### config.mk
export PLATFORM = sky130hd
export DESIGN_NAME = near_memory_command_sequencer
export DESIGN_NICKNAME = d
export VERILOG_FILES = /design/src/rtl/nmcs_pkg.sv /design/src/rtl/nmcs_ucode_rom.sv /design/src/rtl/near_memory_command_sequencer.sv
export SDC_FILE = /design/constraint.sdc
export NUM_CORES = 1
export LEC_CHECK = 0
export ABC_CLOCK_PERIOD_IN_PS = 18030
export BUFFER_PORTS_ARGS = -buffer_cell sky130_fd_sc_hd__buf_2
export CORE_ASPECT_RATIO = 0.9
export CORE_MARGIN = 1.5
export CORE_UTILIZATION = 55
export DETAILED_ROUTE_END_ITERATION = 7
export PLACE_DENSITY = 0.77
export SYNTH_ARGS = -nofsm -noshare
export SYNTH_HDL_FRONTEND = slang
export SYNTH_SLANG_ARGS = --single-unit
### constraint.sdc
create_clock -name clk -period 18.03 [get_ports clk]
set_input_delay 2.7045 -clock clk [delete_from_list [all_inputs] [get_ports clk]]
set_output_delay 2.7045 -clock clk [all_outputs]
set_load 0.02 [all_outputs]
### src/rtl/nmcs_pkg.sv
// Shared types, codes and microcode layout of the near-memory command sequencer.
`timescale 1ns / 1ps
package nmcs_pkg;

  localparam int ADDR_W = 48;
  localparam int LEN_W  = 6;

  localparam int ALIGN_BYTES_DEF = 64;
  localparam int CHANNELS_DEF    = 4;
  localparam int MAX_RUN_DEF     = 63;
  localparam int MAX_LEVELS_DEF  = 3;

  typedef enum logic [1:0] {
    K_READ  = 2'd0,
    K_WRITE = 2'd1,
    K_DONE  = 2'd2,
    K_ERROR = 2'd3
  } kind_t;

  typedef enum logic [1:0] {
    OP_FILL = 2'd0,
    OP_COPY = 2'd1,
    OP_WALK = 2'd2,
    OP_BAD  = 2'd3
  } op_t;

  typedef enum logic [2:0] {
    ERR_NONE  = 3'd0,
    ERR_KIND  = 3'd1,
    ERR_IDLE  = 3'd2,
    ERR_UNEXP = 3'd3,
    ERR_BUSY  = 3'd4
  } err_t;

  // Address source for an emitted result
  typedef enum logic [2:0] {
    ASEL_RUN  = 3'd0,
    ASEL_BASE = 3'd1,
    ASEL_LVL  = 3'd2,
    ASEL_COPY = 3'd3,
    ASEL_SRC  = 3'd4,
    ASEL_ZERO = 3'd5
  } asel_t;

  // Microcode entry points
  typedef enum logic [3:0] {
    UPC_FILL_LOOP = 4'd0,
    UPC_FILL_DONE = 4'd1,
    UPC_COPY_LOOP = 4'd2,
    UPC_WALK_LOOP = 4'd3,
    UPC_COPY_RET  = 4'd4,
    UPC_WALK_RET  = 4'd5,
    UPC_RET_DONE  = 4'd6,
    UPC_ERR_KIND  = 4'd7,
    UPC_ERR_IDLE  = 4'd8,
    UPC_ERR_UNEXP = 4'd9,
    UPC_ERR_BUSY  = 4'd10
  } upc_t;

  // One control word
  typedef struct packed {
    logic  emit;       // step produces a result
    kind_t kind;
    asel_t asel;
    err_t  err;
    logic  loop;       // repeat until step count reaches limit
    logic  cond_ret;   // end unless the return completes the command
    logic  fin;        // program ends after this word
    upc_t  next_pc;
    logic  set_busy;   // open a copy or walk
    op_t   act;
    logic  count_ret;
    logic  go_idle;
  } ucode_t;

endpackage

### src/rtl/nmcs_ucode_rom.sv
// Control store of the near-memory command sequencer.
`timescale 1ns / 1ps
module nmcs_ucode_rom
  import nmcs_pkg::*;
(
  input  upc_t   pc,
  output ucode_t cw
);

  always_comb begin
    cw = '{emit: 1'b0, kind: K_READ, asel: ASEL_ZERO, err: ERR_NONE, loop: 1'b0,
           cond_ret: 1'b0, fin: 1'b1, next_pc: UPC_FILL_LOOP, set_busy: 1'b0,
           act: OP_FILL, count_ret: 1'b0, go_idle: 1'b0};
    case (pc)
      UPC_FILL_LOOP: begin
        cw.emit    = 1'b1;
        cw.kind    = K_WRITE;
        cw.asel    = ASEL_RUN;
        cw.loop    = 1'b1;
        cw.fin     = 1'b0;
        cw.next_pc = UPC_FILL_DONE;
      end
      UPC_FILL_DONE: begin
        cw.emit = 1'b1;
        cw.kind = K_DONE;
        cw.asel = ASEL_BASE;
      end
      UPC_COPY_LOOP: begin
        cw.emit     = 1'b1;
        cw.kind     = K_READ;
        cw.asel     = ASEL_RUN;
        cw.loop     = 1'b1;
        cw.set_busy = 1'b1;
        cw.act      = OP_COPY;
      end
      UPC_WALK_LOOP: begin
        cw.emit     = 1'b1;
        cw.kind     = K_READ;
        cw.asel     = ASEL_LVL;
        cw.loop     = 1'b1;
        cw.set_busy = 1'b1;
        cw.act      = OP_WALK;
      end
      UPC_COPY_RET: begin
        cw.emit      = 1'b1;
        cw.kind      = K_WRITE;
        cw.asel      = ASEL_COPY;
        cw.cond_ret  = 1'b1;
        cw.fin       = 1'b0;
        cw.next_pc   = UPC_RET_DONE;
        cw.count_ret = 1'b1;
      end
      UPC_WALK_RET: begin
        cw.cond_ret  = 1'b1;
        cw.fin       = 1'b0;
        cw.next_pc   = UPC_RET_DONE;
        cw.count_ret = 1'b1;
      end
      UPC_RET_DONE: begin
        cw.emit    = 1'b1;
        cw.kind    = K_DONE;
        cw.asel    = ASEL_SRC;
        cw.go_idle = 1'b1;
      end
      UPC_ERR_KIND: begin
        cw.emit = 1'b1;
        cw.kind = K_ERROR;
        cw.err  = ERR_KIND;
      end
      UPC_ERR_IDLE: begin
        cw.emit = 1'b1;
        cw.kind = K_ERROR;
        cw.err  = ERR_IDLE;
      end
      UPC_ERR_UNEXP: begin
        cw.emit    = 1'b1;
        cw.kind    = K_ERROR;
        cw.err     = ERR_UNEXP;
        cw.go_idle = 1'b1;
      end
      UPC_ERR_BUSY: begin
        cw.emit = 1'b1;
        cw.kind = K_ERROR;
        cw.err  = ERR_BUSY;
      end
      default: begin
        cw.emit = 1'b1;
        cw.kind = K_ERROR;
        cw.err  = ERR_KIND;
      end
    endcase
  end

endmodule

### src/rtl/near_memory_command_sequencer.sv
// Top level of the near-memory command sequencer: dispatch, microcode datapath, output register.
//
//   channel  direction  handshake              payload
//   in       input      in_valid / in_stall    operation, op_kind, addresses, length, levels
//   out      output     out_valid / out_stall  kind, req_address, error_code, last
//
// An item is taken, then the microcode emits one result per step:
// fill length+1 steps, copy length steps (one if zero), walk 1..3 steps, a return one or
// two steps, an error one step. A walk return's counting step emits nothing, so only a
// walk return that completes the command emits a result, its done.
// Reset (rst, synchronous) clears the sequencer, the output register and the engine state.
// A stalled output freezes an emitting step in progress; in_stall is high while a program
// runs, and the next item may enter while the final result still waits in the output register.
`timescale 1ns / 1ps
module near_memory_command_sequencer
  import nmcs_pkg::*;
#(
  parameter int ALIGN_BYTES = ALIGN_BYTES_DEF,
  parameter int CHANNELS    = CHANNELS_DEF,
  parameter int MAX_RUN     = MAX_RUN_DEF,
  parameter int MAX_LEVELS  = MAX_LEVELS_DEF
)(
  input  logic              clk,
  input  logic              rst,
  input  logic              in_valid,
  output logic              in_stall,
  input  logic              operation,
  input  logic [1:0]        op_kind,
  input  logic [ADDR_W-1:0] base_address,
  input  logic [LEN_W-1:0]  length,
  input  logic [ADDR_W-1:0] dest_address,
  input  logic [1:0]        level_count,
  input  logic [ADDR_W-1:0] level_addr0,
  input  logic [ADDR_W-1:0] level_addr1,
  input  logic [ADDR_W-1:0] level_addr2,
  input  logic [ADDR_W-1:0] return_address,
  output logic              out_valid,
  input  logic              out_stall,
  output logic [1:0]        kind,
  output logic [ADDR_W-1:0] req_address,
  output logic [2:0]        error_code,
  output logic              last
);

  // Page stride in bytes, wraps with the address
  localparam logic [ADDR_W-1:0] STRIDE   = ADDR_W'(ALIGN_BYTES * CHANNELS);
  localparam logic [LEN_W-1:0]  RUN_MAX  = LEN_W'(MAX_RUN);
  localparam logic [1:0]        LVL_MAX  = 2'(MAX_LEVELS);

  // Engine state carried between items
  logic              busy;
  op_t               active_kind;
  logic [ADDR_W-1:0] source_base;
  logic [ADDR_W-1:0] dest_base;
  logic [LEN_W-1:0]  expected_returns;
  logic [LEN_W-1:0]  received_returns;

  // Sequencer
  logic              run;
  upc_t              pc;
  logic [LEN_W-1:0]  cnt;
  logic [LEN_W-1:0]  lim;

  // Latched item
  logic [ADDR_W-1:0] cmd_base;
  logic [ADDR_W-1:0] cmd_dest;
  logic [ADDR_W-1:0] run_addr;
  logic [ADDR_W-1:0] lvl0, lvl1, lvl2;
  logic [ADDR_W-1:0] ret_off;

  ucode_t            cw;

  logic              accept;
  logic              step_go;
  logic              loop_done;
  logic              ret_done;
  logic              stay;
  logic              prog_end;
  logic [LEN_W-1:0]  len_sat;
  logic [1:0]        lvl_sat;
  logic [LEN_W-1:0]  lim_next;
  upc_t              pc_start;
  logic [ADDR_W-1:0] lvl_sel;
  logic [ADDR_W-1:0] addr_sel;

  nmcs_ucode_rom u_rom (
    .pc (pc),
    .cw (cw)
  );

  assign in_stall = run;
  assign accept   = in_valid && !run;

  // Dispatch: choose the program and its step limit
  always_comb begin
    len_sat  = (length > RUN_MAX) ? RUN_MAX : length;
    lvl_sat  = (level_count == 2'd0) ? 2'd1 : level_count;
    if (lvl_sat > LVL_MAX) begin
      lvl_sat = LVL_MAX;
    end
    lim_next = len_sat;
    pc_start = UPC_ERR_KIND;
    if (!operation) begin
      if (busy) begin
        pc_start = UPC_ERR_BUSY;
      end else begin
        case (op_t'(op_kind))
          OP_FILL: pc_start = (len_sat == '0) ? UPC_FILL_DONE : UPC_FILL_LOOP;
          OP_COPY: pc_start = (len_sat == '0) ? UPC_FILL_DONE : UPC_COPY_LOOP;
          OP_WALK: begin
            pc_start = UPC_WALK_LOOP;
            lim_next = LEN_W'(lvl_sat);
          end
          default: pc_start = UPC_ERR_KIND;
        endcase
      end
    end else if (!busy) begin
      pc_start = UPC_ERR_IDLE;
    end else begin
      case (active_kind)
        OP_COPY: pc_start = UPC_COPY_RET;
        OP_WALK: pc_start = UPC_WALK_RET;
        default: pc_start = UPC_ERR_UNEXP;
      endcase
    end
  end

  // Step control
  always_comb begin
    step_go   = run && (!cw.emit || !out_valid || !out_stall);
    loop_done = (cnt + LEN_W'(1)) == lim;
    ret_done  = (received_returns + LEN_W'(1)) == expected_returns;
    stay      = cw.loop && !loop_done;
    if (cw.cond_ret) begin
      prog_end = !ret_done;
    end else begin
      prog_end = cw.fin && !stay;
    end
  end

  // Result address
  always_comb begin
    case (cnt[1:0])
      2'd1:    lvl_sel = lvl1;
      2'd2:    lvl_sel = lvl2;
      default: lvl_sel = lvl0;
    endcase
    case (cw.asel)
      ASEL_RUN:  addr_sel = run_addr;
      ASEL_BASE: addr_sel = cmd_base;
      ASEL_LVL:  addr_sel = lvl_sel;
      ASEL_COPY: addr_sel = ret_off + dest_base;
      ASEL_SRC:  addr_sel = source_base;
      default:   addr_sel = '0;
    endcase
  end

  always_ff @(posedge clk) begin
    if (rst) begin
      run              <= 1'b0;
      pc               <= UPC_FILL_LOOP;
      out_valid        <= 1'b0;
      busy             <= 1'b0;
      active_kind      <= OP_FILL;
      source_base      <= '0;
      dest_base        <= '0;
      expected_returns <= '0;
      received_returns <= '0;
    end else begin
      // taken result leaves unless a new one replaces it in the same cycle
      if (out_valid && !out_stall && !(step_go && cw.emit)) begin
        out_valid <= 1'b0;
      end

      if (accept) begin
        run      <= 1'b1;
        pc       <= pc_start;
        cnt      <= '0;
        lim      <= lim_next;
        cmd_base <= base_address;
        cmd_dest <= dest_address;
        run_addr <= base_address;
        lvl0     <= level_addr0;
        lvl1     <= level_addr1;
        lvl2     <= level_addr2;
        // offset of the return within the copy source, wraps at 48 bits
        ret_off  <= return_address - source_base;
      end

      if (step_go) begin
        cnt <= cnt + LEN_W'(1);
        if (cw.loop) begin
          run_addr <= run_addr + STRIDE;
        end
        if (prog_end) begin
          run <= 1'b0;
        end else if (!stay) begin
          pc <= cw.next_pc;
        end

        if (cw.emit) begin
          out_valid   <= 1'b1;
          kind        <= cw.kind;
          req_address <= addr_sel;
          error_code  <= cw.err;
          last        <= prog_end;
        end

        if (cw.count_ret) begin
          received_returns <= received_returns + LEN_W'(1);
        end
        if (cw.set_busy && prog_end) begin
          busy             <= 1'b1;
          active_kind      <= cw.act;
          source_base      <= cmd_base;
          dest_base        <= (cw.act == OP_COPY) ? cmd_dest : '0;
          expected_returns <= lim;
          received_returns <= '0;
        end
        if (cw.go_idle) begin
          busy             <= 1'b0;
          active_kind      <= OP_FILL;
          expected_returns <= '0;
          received_returns <= '0;
        end
      end
    end
  end

endmodule

Word-level counts from Yosys, hierarchy flattened
Index checks and enable logic that the tools add are counted.
W data, S select, Z words.
{ "word_totals": {"out_inout_bits": 56, "word_cells": 141, "reg_bits": 519} }
{ "classes": {"eq_ne": 22, "muxes": 49, "magnitude_cmp": 2, "bitwise_logic": 1, "reduce_logical": 40, "addsub": 5} }
{ "ops": {"columns": ["cell", "n"], "rows": [
  ["$pmux W48 S5", 1],
  ["$mux W48", 4],
  ["$pmux W48 S2", 1],
  ["$mux W6", 11],
  ["$add A48 B48 Y48", 1],
  ["$add A48 B9 Y48 const B", 1],
  ["$sub A48 B48 Y48", 1],
  ["$mux W4", 7],
  ["$pmux W3 S4", 2],
  ["$pmux W3 S5", 1],
  ["$mux W1", 13],
  ["$add A6 B1 Y6 const B", 2],
  ["$eq A4 B3 Y1 const B", 3],
  ["$eq A4 B4 Y1 const B", 3],
  ["$eq A6 B6 Y1", 2],
  ["$reduce_or A2 Y1", 6],
  ["$mux W2", 5],
  ["$pmux W5 S2", 1],
  ["$reduce_and A2 Y1", 5],
  ["$pmux W3 S3", 1],
  ["$eq A2 B1 Y1 const B", 4],
  ["$eq A4 B2 Y1 const B", 2],
  ["$logic_and A1 B1 Y1", 8],
  ["$logic_not A1 Y1", 8],
  ["other kinds (20)", 26]
]} }

Longest topological paths before layout
Gate-level depths: netlist (run 1).
{ "depth": {"word_depth": 13, "ltp_mapped": 13} }

Hierarchy
From an unflattened synthesis (run 1), not the netlist that was laid out.
{ "unflattened": {"cells_unflattened": 2576, "hier_area_um2": 26387.8} }
{ "modules_own_cells": {"columns": ["mod", "cells_per_inst", "instances", "area_per_inst_um2", "seq_area_each_um2"], "rows": [
  ["near_memory_command_sequencer", 2535, 1, 26146.3, 14413.8],
  ["nmcs_ucode_rom", 41, 1, 241.5, 0.0]
]} }

Least setup slack after synthesis (run 1)
OpenSTA, ideal clock, no wires.
{ "synth_path": {"kind": "input to register", "startpoint": "input port in_valid", "endpoint": "register cmd_base[0], enable pin", "required_ps": 17073, "path_stages": 4, "n_path_buf": 2, "arrival_time_ps": 15331, "slack_ps": 1742, "cell_sequence": "nand2b_1 -> clkbuf_1 -> buf_1 -> nor2_1"} }
{ "synth_between": {"elab_chain_cells": 2} }
{ "synth_lines": {"columns": ["item", "line", "rtl"], "rows": [
  ["from (decl)", "near_memory_command_sequencer.sv:25", "input logic in_valid,"],
  ["$logic_and A1 B1 Y1", "near_memory_command_sequencer.sv:92", "assign accept = in_valid && !run;"],
  ["$reduce_and A2 Y1 (no line)", null, null],
  ["to (signal assigned)", "near_memory_command_sequencer.sv:180", "cmd_base <= base_address;"],
  ["to (decl)", "near_memory_command_sequencer.sv:65", "logic [ADDR_W-1:0] cmd_base;"]
]} }
Every way passes these cells.
A chain may end at the register's enable or synchronous reset.

Final worst setup path (run 1)
{ "layout_path": {"startpoint": "input port return_address[0]", "endpoint": "register ret_off[46] (data pin)"} }
{ "layout_between": {"elab_chain_cells": 1} }
{ "layout_lines": {"columns": ["item", "line", "rtl"], "rows": [
  ["from (decl)", "near_memory_command_sequencer.sv:36", "input logic [ADDR_W-1:0] return_address,"],
  ["$sub A48 B48 Y48", "near_memory_command_sequencer.sv:187", "ret_off <= return_address - source_base;"],
  ["to (signal assigned)", "near_memory_command_sequencer.sv:187", null],
  ["to (decl)", "near_memory_command_sequencer.sv:69", "logic [ADDR_W-1:0] ret_off;"]
]} }
Every way passes these cells.

==> flow_summary_export.csv, run 1 <==
group,metric,value,unit
worst_hold_path,min_path_type,"flop to flop",
place,dp.cells,3191,
logic_synthesis,synth_cell_types,92,
logic_synthesis,synth_edf_count,402,
clock_tree,cts_buffer_depth,3,
worst_setup_path,path_max_fanout,4,
timing,tightest_slew,1300,ps
floorplan,die_h,207,um
route,ant_nets,0,
route,num_vias,20600,
timing,rsz0062_at_grt,"no",
route,drc,0,
pwr,total_power,2.83,mW
floorplan,core,0.0456,mm2
cells_and_area,mostFrequentLayoutCell,"edfxtp_1",
worst_setup_path,worstPathArrival,5670,ps
floorplan,io_pins,359,
route,wl_per_cell,24.1,um
timing,max_freq,189,MHz
place,dp_hpwl,58200,um
timing,final_max_slew_viol_count,0,
logic_synthesis,async_reset_ff_share,0,%
logic_synthesis,synth_seq_area_share,56.4,%
clock_tree,cts-root-buf,"clkbuf_16",
timing,tns,0,ps
clock_tree,clock_latency,640,ps
floorplan,design.die.area,0.0478,mm2
timing,setup_viol,0,
place,dpl_cell_area,0.0279,mm2
outcome,status,"finished, final reports clean",
pwr,leakagePower,11.1,nW
pwr,powerDensity,95.5,mW/mm2
worst_setup_path,worst_ep_required_time,18420,ps
cells_and_area,multi_input_area,0.0104,mm2
clock_tree,cts_tree,"done",
floorplan,start_util,56.0,%
grt,grt_max_degree,206,
worst_setup_path,cp-end-kind,"flop",
grt,grt_usage,32.6,%
route,dr.pass1.iters,8,
clock_tree,cts-resized-gates,0,
route,wirelength,79300,um
logic_synthesis,yosysWarnings,0,
clock_tree,post_cts_buffers,0,
cells_and_area,fillCellCount,3528,
grt,grt_pass1_wl,117000,um
clock_tree,h-tree-depth,2,
pwr,peakVddDrop,0.0000959,V
timing,min_period_over_period,29.3,%
clock_tree,hold_buffers,0,
cells_and_area,fin_cells,3294,
cells_and_area,utilization,64.8,%
clock_tree,cts.sinks,519,
timing,report.final.hold_viol_count,0,
logic_synthesis,ys.flop_type,"edfxtp_1",
cells_and_area,stdcell_area,0.0296,mm2
grt,antenna_found_initial,17,
route,drt-vias-per-instance,6.26,
grt,grt_pass1_vias,19600,
logic_synthesis,syn_inst,2314,
timing,timing.slew.headroom,13.0,%
floorplan,die_w,230,um
cells_and_area,mostFrequentLayoutCells,"402 x edfxtp_1, 358 x buf_2, 300 x nand2_1",
worst_setup_path,cp-start-kind,"input port",
floorplan,rows,74,
timing,fin_crit,5280,ps
cells_and_area,area_growth,15.9,%
clock_tree,cts.clk_slew.worst_paths,60,ps
cells_and_area,layout.nets,3042,
cells_and_area,layout-drive-gt1-share,19.0,%
cells_and_area,regArea,0.0144,mm2
logic_synthesis,avgSynthCellArea,11.0,um2
route,drt_iter0_markers,2511,
clock_tree,cts_inserted_buffers,52,
worst_setup_path,critPathKind,"input port to flop",
flow_run,cap_viol_max_count,0,
logic_synthesis,ys_ff_latch,519,
place,io_buffers,358,
logic_synthesis,netlist_area,0.0255,mm2
place,gp_congestion,0.945,
logic_synthesis,syn-num-nets,2719,
grt,gr-total-overflow,0,
timing,skew,37.5,ps
where the power goes:
| group | switching (mW) | internal [mW] | leakage, nW |
|---|---|---|---|
| logic | 0.217 | 0.122 | 5.55 |
| clock network | 0.482 | 0.612 | 0.810 |
| registers | 0.0333 | 1.36 | 4.69 |
metrics by stage:
step	worst slack, ps	hold slack (ps)
6_report	12750	451
5_1_grt	12560	469
4_1_cts	12750	455
3_5_place_dp	12100	442
3_3_place_gp	12140	442
2_1_floorplan	1740	436
kinds of logic (layout without fill, tap and decap cells):
group | Yosys count | count (layout) | share of synthesized area (%)
buf+inv | 195 | 560 | 2.96
fa+ha+maj | 102 | 102 | 5.05
mux | 6 | 6 | 0.245
simple gates | 670 | 670 | 12.2
flops | 519 | 519 | 56.4
other cells | 0 | 7 | 0
compound gates | 719 | 719 | 19.4
xor+xnor | 103 | 103 | 3.71
cells in the mapped netlist, drive strengths merged (9+ instances only):
cell | number | share of area (%)
edfxtp | 402 | 47
nand2 | 301 | 4.4
a21oi | 183 | 3.6
nor2 | 141 | 2.2
o21ai | 120 | 2.4
dfxtp | 117 | 9.2
ha | 100 | 4.9
clkbuf | 92 | 1.4
inv | 82 | 1.2
a22oi | 78 | 2.3
xnor2 | 63 | 2.2
nor3 | 52 | 1.1
a22o | 51 | 1.7
a21o | 47 | 1.4
nand3 | 39 | 0.87
xor2 | 37 | 1.3
a211oi | 35 | 1.1
and3 | 28 | 0.72
o2111ai | 25 | 0.86
nor2b | 24 | 0.59
a311oi | 23 | 0.81
nand4 | 22 | 0.60
buf | 21 | 0.40
nand2b | 21 | 0.51
o211ai | 17 | 0.50
a31oi | 16 | 0.39
o21bai | 16 | 0.47
o21a | 14 | 0.41
a222oi | 13 | 0.51
and2 | 12 | 0.29
a221o | 9 | 0.35
final cells by class:
class	count	share of cell area [%]
clock inverter	26	1.01
inverter	82	1.04
clock buffer	70	4.66
tap	608	2.57
sequential	519	48.7
antenna	7	0.0592
multi-input combinational	1600	35.3
timing repair buffer	382	6.70
layer usage:
layer / up-vias / routed length [um] / global-route usage [%]
li1: 9416 / - / -
met1: 9843 / 33000 / 46.2
met2: 1172 / 34200 / 47.9
met3: 171 / 8930 / 8.85
met4: 20 / 3040 / 12.3
met5: - / 137 / 0
worst max-delay path, stage by stage:
cell	delay [ps]
buf_2	80
inv_1	30
ha_1	210
fa_1	410
nand2b_1	220
a21oi_1	250
o21ai_1	200
a31o_2	310
a211oi_2	340
o31ai_1	200
a21oi_2	270
a31o_2	210
o21ai_1	80
xnor2_1	130
path summary, 6_finish.rpt:
path,startpoint,endpoint,slack (ps),cells after the start
worst max-delay path,return_address[0],ret_off[46]$_DFFE_PP_,12750,14
worst min-delay path,cmd_dest[36]$_DFFE_PP_,dest_base[36]$_SDFFE_PP0P_,450,1
worst max register to register,ret_off[0]$_DFFE_PP_,req_address[42]$_DFFE_PP_,13740,12
worst min register to register,cmd_dest[36]$_DFFE_PP_,dest_base[36]$_SDFFE_PP0P_,450,1
Power figures use the tool's default switching activity.
==> run 2, diff against run 1 <==
--- a/config.mk
+++ b/config.mk
@@ -5,11 +5,12 @@
 export SDC_FILE = /design/constraint.sdc
 export NUM_CORES = 1
 export LEC_CHECK = 0
-export ABC_CLOCK_PERIOD_IN_PS = 18030
+export ABC_AREA = 1
+export ABC_CLOCK_PERIOD_IN_PS = 4520
 export BUFFER_PORTS_ARGS = -buffer_cell sky130_fd_sc_hd__buf_2
 export CORE_ASPECT_RATIO = 0.9
 export CORE_MARGIN = 1.5
-export CORE_UTILIZATION = 55
+export CORE_UTILIZATION = 53
 export DETAILED_ROUTE_END_ITERATION = 7
 export PLACE_DENSITY = 0.77
 export SYNTH_ARGS = -nofsm -noshare
==> constraint.sdc (replaced) <==
create_clock -name clk -period 4.52 [get_ports clk]
set_input_delay 0.678 -clock clk [delete_from_list [all_inputs] [get_ports clk]]
set_output_delay 0.678 -clock clk [all_outputs]
set_load 0.02 [all_outputs]
==> run 2 against run 1 <==
Clock skew is 23 ps lower. Utilization is 2.8 points lower. Non-clock buffer count is 1 lower. Wire length is 20% higher. Largest cell class unchanged. Largest power group unchanged.
==> flow_summary_export.csv, run 2 <==
group,metric,value,unit
route,drt_iter0_markers,2958,
timing,rsz0062_at_grt,"no",
flow_run,cap_viol_max_count,0,
pwr,p_seq_share,46.8,%
grt,gr-total-overflow,0,
outcome,status,"finished, final reports clean",
worst_setup_path,crit_family,"simple AND/OR/NAND/NOR gates",
route,num_vias,25000,
pwr,p_int,8.65,mW
worst_setup_path,critPathMostFrequentCell,"nand2_1",
clock_tree,cts-resized-gates,0,
clock_tree,cts.sinks,519,
logic_synthesis,synthTopCellsByArea,"edfxtp_1 43%, nand2_1 9.4%, dfxtp_1 8.4%, nor2_1 5.7%, a21oi_1 4.5%",
logic_synthesis,synth_mux_area_share,0.0721,%
cells_and_area,stdcell_area,0.0321,mm2
timing,report.final.hold_viol_count,0,
logic_synthesis,yosys.area_share.adder,4.65,%
logic_synthesis,synth-compound-area-share,13.9,%
logic_synthesis,synth_top_cell_area_share,43.5,%
timing,final_max_slew_viol_count,0,
logic_synthesis,synth_cell_types,50,
grt,grtUsageMet1,49.7,%
logic_synthesis,synth_top_family_by_area,"simple AND/OR/NAND/NOR gates",
grt,grt_usage,34.8,%
grt,met2_usage,54.1,%
clock_tree,h-tree-depth,2,
grt,grt_pass1_wl,140000,um
pwr,powerDensity,377,mW/mm2
timing,max_freq,301,MHz
floorplan,start_util,53.7,%
cells_and_area,mostFrequentLayoutCell,"nand2_1",
route,ant_nets,0,
worst_setup_path,critPathKind,"flop to flop",
place,io_buffers,358,
route,wirelength,95100,um
floorplan,io_pins,359,
worst_setup_path,crit_buf_inv,0,
logic_synthesis,synth_edf_count,402,
worst_hold_path,hold_path_depth,1,
floorplan,rows,79,
worst_setup_path,cp-start-kind,"flop",
clock_tree,cts.clk_slew.worst_paths,70,ps
worst_setup_path,worstPathArrival,3650,ps
worst_setup_path,r2r-start,"ret_off[0]$_DFFE_PP_",
worst_setup_path,slowest_delay,670,ps
clock_tree,cts-root-buf,"clkbuf_16",
place,dp_hpwl,73200,um
floorplan,die_h,220,um
logic_synthesis,syn_inst,3214,
floorplan,die_w,244,um
timing,hold_ws,219,ps
clock_tree,cts_buffer_depth,3,
timing,setup_ws,1200,ps
logic_synthesis,syn-num-nets,3619,
grt,gr-max-usage-layer,"met2",
clock_tree,cts_tree,"done",
worst_setup_path,reg2reg_to,"req_address[28]$_DFFE_PP_",
worst_hold_path,holdPathEnd,"lvl0[30]$_DFFE_PP_",
worst_setup_path,crit_start,"ret_off[0]$_DFFE_PP_",
grt,antenna_found_initial,10,
route,drt-vias-per-instance,5.83,
route,wl_per_cell,22.1,um
logic_synthesis,synthSimpleGateAreaFrac,20.8,%
route,dr.pass1.iters,5,
cells_and_area,fillCellCount,4568,
floorplan,core,0.0517,mm2
cells_and_area,utilization,62.0,%
place,dpl_cell_area,0.0302,mm2
grt,met3_usage,4.75,%
worst_hold_path,min_path_type,"input port to flop",
logic_synthesis,ys.flop_type,"edfxtp_1",
clock_tree,cts_inserted_buffers,54,
logic_synthesis,synth_xor_area_share,2.68,%
grt,grt_pass1_vias,23200,
pwr,comb_power_share,15.2,%
pwr,pwr-share-clk,38.0,%
timing,setup_viol,0,
logic_synthesis,ys_ff_latch,519,
logic_synthesis,synth_most_common_cell,"nand2_1",
logic_synthesis,synth_seq_area_share,51.9,%
worst_hold_path,hold_start,"level_addr0[30]",
cells_and_area,layout.nets,3955,
clock_tree,hold_buffers,0,
worst_setup_path,cp_cell_sequence,"ha_1 -> fa_1 -> nand2_1 -> o21ai_0 -> nand2_1 -> nand2_1 -> nand2_1 -> nand2_1 -> nand3_1 -> nand2_1 -> o21ai_0 -> nand4_1",
logic_synthesis,synth_commonest_cells,"695 x nand2_1, 418 x nor2_1, 402 x edfxtp_1",
cells_and_area,layout-drive-gt1-share,13.9,%
worst_setup_path,cp_slowest_cell,"o21ai_0",
place,dp_slack,1310,ps
logic_synthesis,yosysWarnings,0,
logic_synthesis,yosysTopAreaCell,"edfxtp_1",
logic_synthesis,async_reset_ff_share,0,%
timing,min_period_over_period,73.5,%
logic_synthesis,netlist_area,0.0278,mm2
timing,tightest_slew,1110,ps
pwr,peakVddDrop,0.000355,V
place,gp_congestion,1.02,
timing,fin_crit,3320,ps
cells_and_area,mostFrequentLayoutCells,"694 x nand2_1, 412 x nor2_1, 402 x edfxtp_1",
worst_setup_path,path_max_fanout,5,
pwr,p_sw,3.44,mW
cells_and_area,area_growth,15.5,%
floorplan,design.die.area,0.0538,mm2
route,drc,0,
worst_setup_path,rrSetupSlack,1200,ps
pwr,swShare,28.5,%
clock_tree,post_cts_buffers,0,
timing,skew,14.6,ps
timing,timing.slew.headroom,25.6,%
worst_setup_path,cp-end-kind,"flop",
worst_setup_path,worst_ep_required_time,4850,ps
worst_setup_path,worstRegToRegCells,12,
logic_synthesis,avgSynthCellArea,8.64,um2
clock_tree,clock_latency,630,ps
pwr,leakagePower,12.8,nW
grt,grt_max_degree,117,
run 2: power groups by stage:
stage | sequential (mW) | combinational [mW] | clock [mW]
2_1_floorplan | 5.74 | 1.07 | 0
3_3_place_gp | 5.74 | 1.77 | 0
3_5_place_dp | 5.74 | 1.78 | 0
4_1_cts | 5.65 | 1.79 | 4.61
5_1_grt | 5.67 | 1.99 | 4.80
6_report | 5.65 | 1.84 | 4.59
run 2: per-layer routing:
layer,vias up,share of wire (%)
li1,11700,-
met1,11800,42
met3,173,9.3
met2,1325,45
met4,0,3.8
met5,-,0
run 2: worst max-delay path by stage:
stage                     cells after the start  slack (ps)                           end
after floorplan                               5       -1350         cmd_base[0]$_DFFE_PP_
after global placement                       12        1270     req_address[28]$_DFFE_PP_
after detailed placement                      8        1310         run_addr[4]$_DFFE_PP_
after CTS                                    16        1300  source_base[37]$_SDFFE_PP0P_
after global routing                         16         940  source_base[25]$_SDFFE_PP0P_
final                                        12        1200     req_address[28]$_DFFE_PP_
run 2: kinds of logic after synthesis:
kind of cell / count (synthesis)
buf+inv: 426
compound gates: 674
mux: 2
simple gates: 1406
fa+ha+maj: 102
flops: 519
xor+xnor: 85
run 2: cell type report:
type	instances	area, um2	area share (%)
Multi-Input combinational cell	2269	11700	36.6
Antenna cell	10	25.0	0.0780
Inverter	325	1230	3.84
Clock inverter	39	399	1.24
Sequential cell	519	14400	44.9
Clock buffer	63	1410	4.38
Tap cell	688	861	2.68
Timing Repair Buffer	381	1990	6.20
run 2: stage by stage:
stage               total power, mW  instances  setup TNS (ps)
global placement               7.52       4182               0
detailed placement             7.53       4182               0
floorplan                      6.81       3214         -396950
global route                   12.5       4294               0
finish                         12.1       4294               0
CTS                            12.1       4284               0
run 2: worst register-to-register path, cell delays in order (launching register included):
cell	delay, ps
edfxtp_1	390
ha_1	290
fa_1	490
nand2_1	130
o21ai_0	170
nand2_1	110
nand2_1	160
nand2_1	100
nand2_1	120
nand3_1	100
nand2_1	130
o21ai_0	670
nand4_1	160
